[config.mk]
export PLATFORM = sky130hd
export DESIGN_NAME = segsph_fifo
export DESIGN_NICKNAME = d
export VERILOG_FILES = /design/src/hdl/segsph_pkg.sv /design/src/hdl/segsph_fifo.sv
export SDC_FILE = /design/constraint.sdc
export NUM_CORES = 1
export LEC_CHECK = 0
export BUFFER_PORTS_ARGS = -buffer_cell sky130_fd_sc_hd__buf_2
export CAP_MARGIN = 0
export CORE_ASPECT_RATIO = 0.7
export CORE_UTILIZATION = 41
export CTS_BUF_LIST = sky130_fd_sc_hd__clkbuf_16
export DETAILED_ROUTE_END_ITERATION = 12
export PLACE_DENSITY = 0.58
export SLEW_MARGIN = 20
export SYNTH_ARGS = -nofsm -noshare
export SYNTH_HDL_FRONTEND = slang
export SYNTH_SLANG_ARGS = --single-unit
[constraint.sdc]
create_clock -name clk_i -period 2.4 [get_ports clk_i]
set_input_delay 0.36 -clock clk_i [delete_from_list [all_inputs] [get_ports clk_i]]
set_output_delay 0.36 -clock clk_i [all_outputs]
set_load 0.02 [all_outputs]
[src/hdl/segsph_pkg.sv]
// segsph_pkg: shared constants for the segment / sphere crossing unit
// no dependencies; imported by every module of the block
`timescale 1ns / 1ps

package segsph_pkg;

  localparam int unsigned COORD_WIDTH_DEF = 28;
  localparam int unsigned FRAC_BITS_DEF   = 16;
  localparam int unsigned QUEUE_DEPTH     = 4;
  localparam int unsigned QUEUE_PTR_W     = 2;

endpackage

[src/hdl/segsph_fifo.sv]
// segsph_fifo: short queue between front and back end
// depends on segsph_pkg
`timescale 1ns / 1ps

module segsph_fifo #(
  parameter int unsigned WIDTH = 8
) (
  input  logic             clk_i,
  input  logic             rst_ni,
  input  logic             push_valid_i,
  output logic             push_ready_o,
  input  logic [WIDTH-1:0] push_data_i,
  output logic             pop_valid_o,
  input  logic             pop_ready_i,
  output logic [WIDTH-1:0] pop_data_o
);
  import segsph_pkg::*;

  logic [WIDTH-1:0]       mem_q [QUEUE_DEPTH];
  logic [QUEUE_PTR_W-1:0] wr_q, rd_q;
  logic [QUEUE_PTR_W:0]   cnt_q;
  logic                   do_push, do_pop;

  assign push_ready_o = (cnt_q != (QUEUE_PTR_W+1)'(QUEUE_DEPTH));
  assign pop_valid_o  = (cnt_q != '0);
  assign do_push      = push_valid_i && push_ready_o;
  assign do_pop       = pop_valid_o && pop_ready_i;
  assign pop_data_o   = mem_q[rd_q];

  always_ff @(posedge clk_i or negedge rst_ni) begin
    if (!rst_ni) begin
      wr_q  <= '0;
      rd_q  <= '0;
      cnt_q <= '0;
    end else begin
      if (do_push) wr_q <= wr_q + 1'b1;
      if (do_pop)  rd_q <= rd_q + 1'b1;
      if (do_push && !do_pop) begin
        cnt_q <= cnt_q + 1'b1;
      end else if (do_pop && !do_push) begin
        cnt_q <= cnt_q - 1'b1;
      end
    end
  end

  always_ff @(posedge clk_i) begin
    if (do_push) mem_q[wr_q] <= push_data_i;
  end

endmodule

# ---- Yosys cells after proc, flatten, opt, wreduce, memory -nomap -nowiden
# Memories as Yosys holds them, arrays and structs flattened.
# Cells that the tools add are included.
dict set report classes {
  muxes 4
  eq_ne 1
  addsub 4
  n_reduce_logical 8
}
# op n
set op_table {}
lappend op_table {{$mux 3} 2}
lappend op_table {{$add 2x1->2 const B} 2}
lappend op_table {{$logic_and 1x1->1} 4}
lappend op_table {{$add 3x1->3 const B} 1}
lappend op_table {{$ne 3x3->1 const B} 1}
lappend op_table {{$reduce_bool 3->1} 1}
lappend op_table {{$sub 3x1->3 const B} 1}
lappend op_table {{$logic_not 1->1} 2}
lappend op_table {{$mux 1} 2}
lappend op_table {{$reduce_bool 2->1} 1}
dict set report totals {
  memories 1
  word_cells 21
  output_inout_bits 10
  regBits 7
  in_bits 12
  mem_bits_rw 32
}
# memory words width read_ports rd_ports_with_merged_regs wr line_no
set memory_table {}
lappend memory_table {mem_q 4 8 1 0 1 segsph_fifo.sv:19} ;# logic [WIDTH-1:0] mem_q [QUEUE_DEPTH];

# ---- Longest topological paths before layout
dict set report depth {
  ltp_word 6
  mapped_depth 8
  ltp_nobuf 8
}

# ---- Worst setup path before layout
# OpenSTA, ideal clock, no wires.
dict set report synth_path {
  kind {reg2reg}
  startpoint {register cnt_q[0]}
  endpoint {register cnt_q[2]}
  n_path_buf 0
  stages_incl_launch_ff 9
  setup_slack_ns 0.412
  period_less_slack_ns 1.988
  arrival_ns 1.909
  setup_time_ns 0.079
  t_required_ns 2.321
  cell_sequence {dfrtp_1 -> or3_4 -> nand2_4 -> ha_1 -> inv_1 -> fa_1 -> xor2_1 -> nor2_1 -> xor2_1}
}
dict set report synth_via {
  elab_chain_cells 5
  elab_cells_between_ends 13
  classes_between {add/sub (2); eq/ne (1); mux (2); reduce/logical (8)}
}
# element line_no
set synth_rtl {}
lappend synth_rtl {{from (decl)} segsph_fifo.sv:21} ;# logic [QUEUE_PTR_W:0] cnt_q;
lappend synth_rtl {{from (signal assigned)} segsph_fifo.sv:39} ;# cnt_q <= cnt_q + 1'b1;
lappend synth_rtl {{from (signal assigned)} segsph_fifo.sv:41} ;# cnt_q <= cnt_q - 1'b1;
lappend synth_rtl {{$reduce_bool 3->1 *} segsph_fifo.sv:25} ;# assign pop_valid_o = (cnt_q != '0);
lappend synth_rtl {{net pop_valid_o} segsph_fifo.sv:13} ;# output logic pop_valid_o,
lappend synth_rtl {{$logic_and 1x1->1 *} segsph_fifo.sv:27} ;# assign do_pop = pop_valid_o && pop_ready_i;
lappend synth_rtl {{$logic_not 1->1} segsph_fifo.sv:38} ;# if (do_push && !do_pop) begin
lappend synth_rtl {{$logic_and 1x1->1} segsph_fifo.sv:38}
lappend synth_rtl {{$mux 3 or $reduce_bool 2->1 (tied branches)} n/a}
# The timed path passes the listed nets; every way through them passes the cells marked *. The select of a mux whose other input is x is not followed.
# A chain may end at the register's enable or synchronous reset.

# ---- Worst setup path in the final report
dict set report layout_path {
  startpoint {register rd_q[0]}
  endpoint {output pop_data_o[2]}
}
dict set report layout_via {
  elab_chain_cells 1
}
# element line_no
set layout_rtl {}
lappend layout_rtl {{from (decl)} segsph_fifo.sv:20} ;# logic [QUEUE_PTR_W-1:0] wr_q, rd_q;
lappend layout_rtl {{from (signal assigned)} segsph_fifo.sv:37} ;# if (do_pop) rd_q <= rd_q + 1'b1;
lappend layout_rtl {{$mem_v2 4x8} n/a}
lappend layout_rtl {{to (decl)} segsph_fifo.sv:15} ;# output logic [WIDTH-1:0] pop_data_o
# Every way passes these cells.

==> reports/qor.txt <==
outcome -> complete, no violations
max frequency -> 0.491 GHz
post-synthesis sequential element count -> 39
post-layout power -> 2.57 mW
Comb power frac -> 31.3%
Critical Path RT -> 2.04 ns
Reg clk slew, reported paths -> 0.05 ns
routability cong. -> 0.758
Pint -> 1.79 mW
Sw Ratio -> 30.3%
CTS tree -> done
Pre-antenna DRT Iters -> 5
post_cts resized -> 0
vias -> 747
total placed cells including tap cells -> 149
filler cell count in the final layout -> 311
Max IR drop VDD -> 0.547 mV
die height -> 54.0 um
Netlist cell types -> 20
initial antenna violation count -> 0
Layout area overhead -> 22.1%
htree depth -> 2
cts hold-fix bufs -> 1
drt drc -> 0
Flop pwr share -> 40.8%
critical path class -> reg2out
final worst clock skew -> 0.00381 ns
post-route ant nets -> 0
setup repair bufs after CTS -> 0
Chip Width -> 76.3 um
end-of-flow core utilization -> 53.7%
Hold Vio Cnt, Final -> 0
Num CTS Buffers -> 5
syn_nets -> 95
CP Max Fanout -> 6
hold_ws -> 0.296 ns
Overflow after GRT -> 0
setup_tns -> 0 ns
clk root buf -> clkbuf_16
Final Cycle Share -> 84.9%
Post-Layout Inst Area -> 1930 um2
Seq/Total Area, Yosys -> 71.7%
Initial Utilization -> 44.0%
first-pass GRT wire length -> 3900 um
Core ar. -> 3600 um2
drt total wl -> 2490 um
Syn Area/Cell -> 20.6 um2
Net Switching -> 780 uW
Post-Syn Area -> 1580 um2
net count reported at finish -> 125
Worst setup SP type -> register
max_cap viols -> 0
Critical Path End Type -> output pin
Slew headroom -> 68.7%
post-route insts no fill -> 158
synthesized instance count -> 77
all-layer global routing usage -> 14.1%
slack of the critical path -> 0.363 ns
Iter 0 DRT Violations -> 31
Routed WL per cell -> 15.8 um
IO Pins -> 22
DR vias/cell -> 4.73
largest net degree at the start of global routing -> 13
RSZ-0062 raised after global routing -> no
Max Transition Viols Final -> 0
met1 usage -> 18.6%
Worst-Skew Late Latency -> 0.28 ns
Multi-input gate area -> 424 um2
WP data arrival -> 1.68 ns
Post-DP Area -> 1760 um2
IO Port Bufs -> 21
grt met3 use -> 6.10%
vias in the first global route -> 732
Top Usage Layer GRT -> met2
ratio of cells with drive above 1 in the final layout -> 41.7%
DP HPWL -> 1700 um
met2 Usage GRT -> 21.2%
count of inserted antenna diode cells -> 0
Die Area -> 4120 um2
Sink Count -> 39
clk buf depth -> 2
Clock power frac -> 27.9%
Site Rows -> 18
pre-CTS setup slack -> 0.358 ns
Pwr per Cell Area -> 1330 nW/um2
Synth Warn # -> 0
Final setup viols -> 0
FF+latch area -> 1140 um2
Worst-Margin Slew -> 0.469 ns
Pleak -> 0.732 nW
Tmin final -> 2.04 ns
Hold Crit Class -> in2reg
critical path, cell delays in order (launching register included):
cell	delay, ns
dfrtp_1	0.48
buf_4	0.23
mux4_2	0.52
buf_2	0.17
cell usage after synthesis:
library cell	instances	area, um2
edfxtp_1	32	961
mux4_2	8	180
dfrtp_1	7	175
ha_1	5	62.6
and2_1	4	25.0
xnor2_1	4	35.0
inv_1	3	11.3
xor2_1	2	17.5
a21boi_2	1	11.3
buf_4	1	7.51
clkbuf_2	1	5.00
fa_1	1	20.0
mux2_2	1	11.3
mux2_4	1	15.0
nand2_1	1	3.75
nand2_4	1	11.3
nand3_2	1	10.0
nor2_1	1	3.75
nor2_2	1	6.26
or3_4	1	11.3
worst paths after layout:
| path | from | endpoint | slack (ns) | depth (start not counted) |
|---|---|---|---|---|
| max | rd_q[0] | pop_data_o[2] | 0.36 | 3 |
| min | push_data_i[0] | mem_q[0][0] | 0.30 | 1 |
| max reg2reg | cnt_q[2] | cnt_q[2] | 0.37 | 8 |
| min reg2reg | cnt_q[2] | cnt_q[2] | 0.55 | 1 |
| max in group asynchronous | rst_ni | cnt_q[0] | 1.78 | 2 |
| min in group asynchronous | rst_ni | rd_q[1] | 0.46 | 2 |
final cells by class:
cell class | instances | area share, %
flip-flops and latches | 39 | 58.7
multi-input cells | 33 | 21.9
repair buffers | 25 | 7.12
clock buffers | 5 | 6.47
well taps | 50 | 3.23
clock inverters | 3 | 1.94
inverters | 3 | 0.582
kinds of logic after synthesis:
kind of cell,Yosys count,share of synthesized area [%]
AOI/OAI and AO/OA,1,0.711
xor gates and xnor gates,6,3.32
adders and majority gates,6,5.21
buffers and inverters,5,1.50
DFF,39,71.7
muxes,10,13.0
and+or+nand+nor,10,4.50
flip-flops by register name, summed over array words and instances, names as in the netlist:
name and flops:
cnt_q 3, wr_q 2, mem_q 32, rd_q 2
layout by cell type, fill, tap and decap left out:
| cell | n |
|---|---|
| dlygate4sd3_1 | 1 |
| nand3_2 | 1 |
| buf_4 | 3 |
| dfrtp_1 | 7 |
| mux2_2 | 1 |
| clkbuf_16 | 5 |
| xor2_1 | 2 |
| fa_1 | 1 |
| buf_2 | 21 |
| ha_1 | 5 |
| bufinv_16 | 1 |
| nor2_1 | 1 |
| mux4_2 | 8 |
| nand2_1 | 1 |
| inv_1 | 5 |
| mux2_4 | 1 |
| a21boi_2 | 1 |
| xnor2_1 | 4 |
| and2_1 | 4 |
| or3_4 | 1 |
| edfxtp_1 | 32 |
| nand2_4 | 1 |
| nor2_2 | 1 |
power groups by stage:
stage                     Sequential [mW]  Clock, mW  Combinational (mW)
after global placement               1.05          0               0.812
after global routing                 1.07      0.770               0.884
after CTS                            1.05      0.736               0.822
final                                1.05      0.719               0.805
after detailed placement             1.07          0               0.819
after floorplan                     0.993          0               0.646
layer usage:
layer  part of all wire [%]  wire length (um)  vias to the layer above
met1                     49              1230                      377
met4                    1.1                27                        0
met2                     45              1130                       17
met3                    4.1               103                        3
li1                       -                 -                      350
met5                      0                 0                        -
Power figures use the tool's default switching activity.
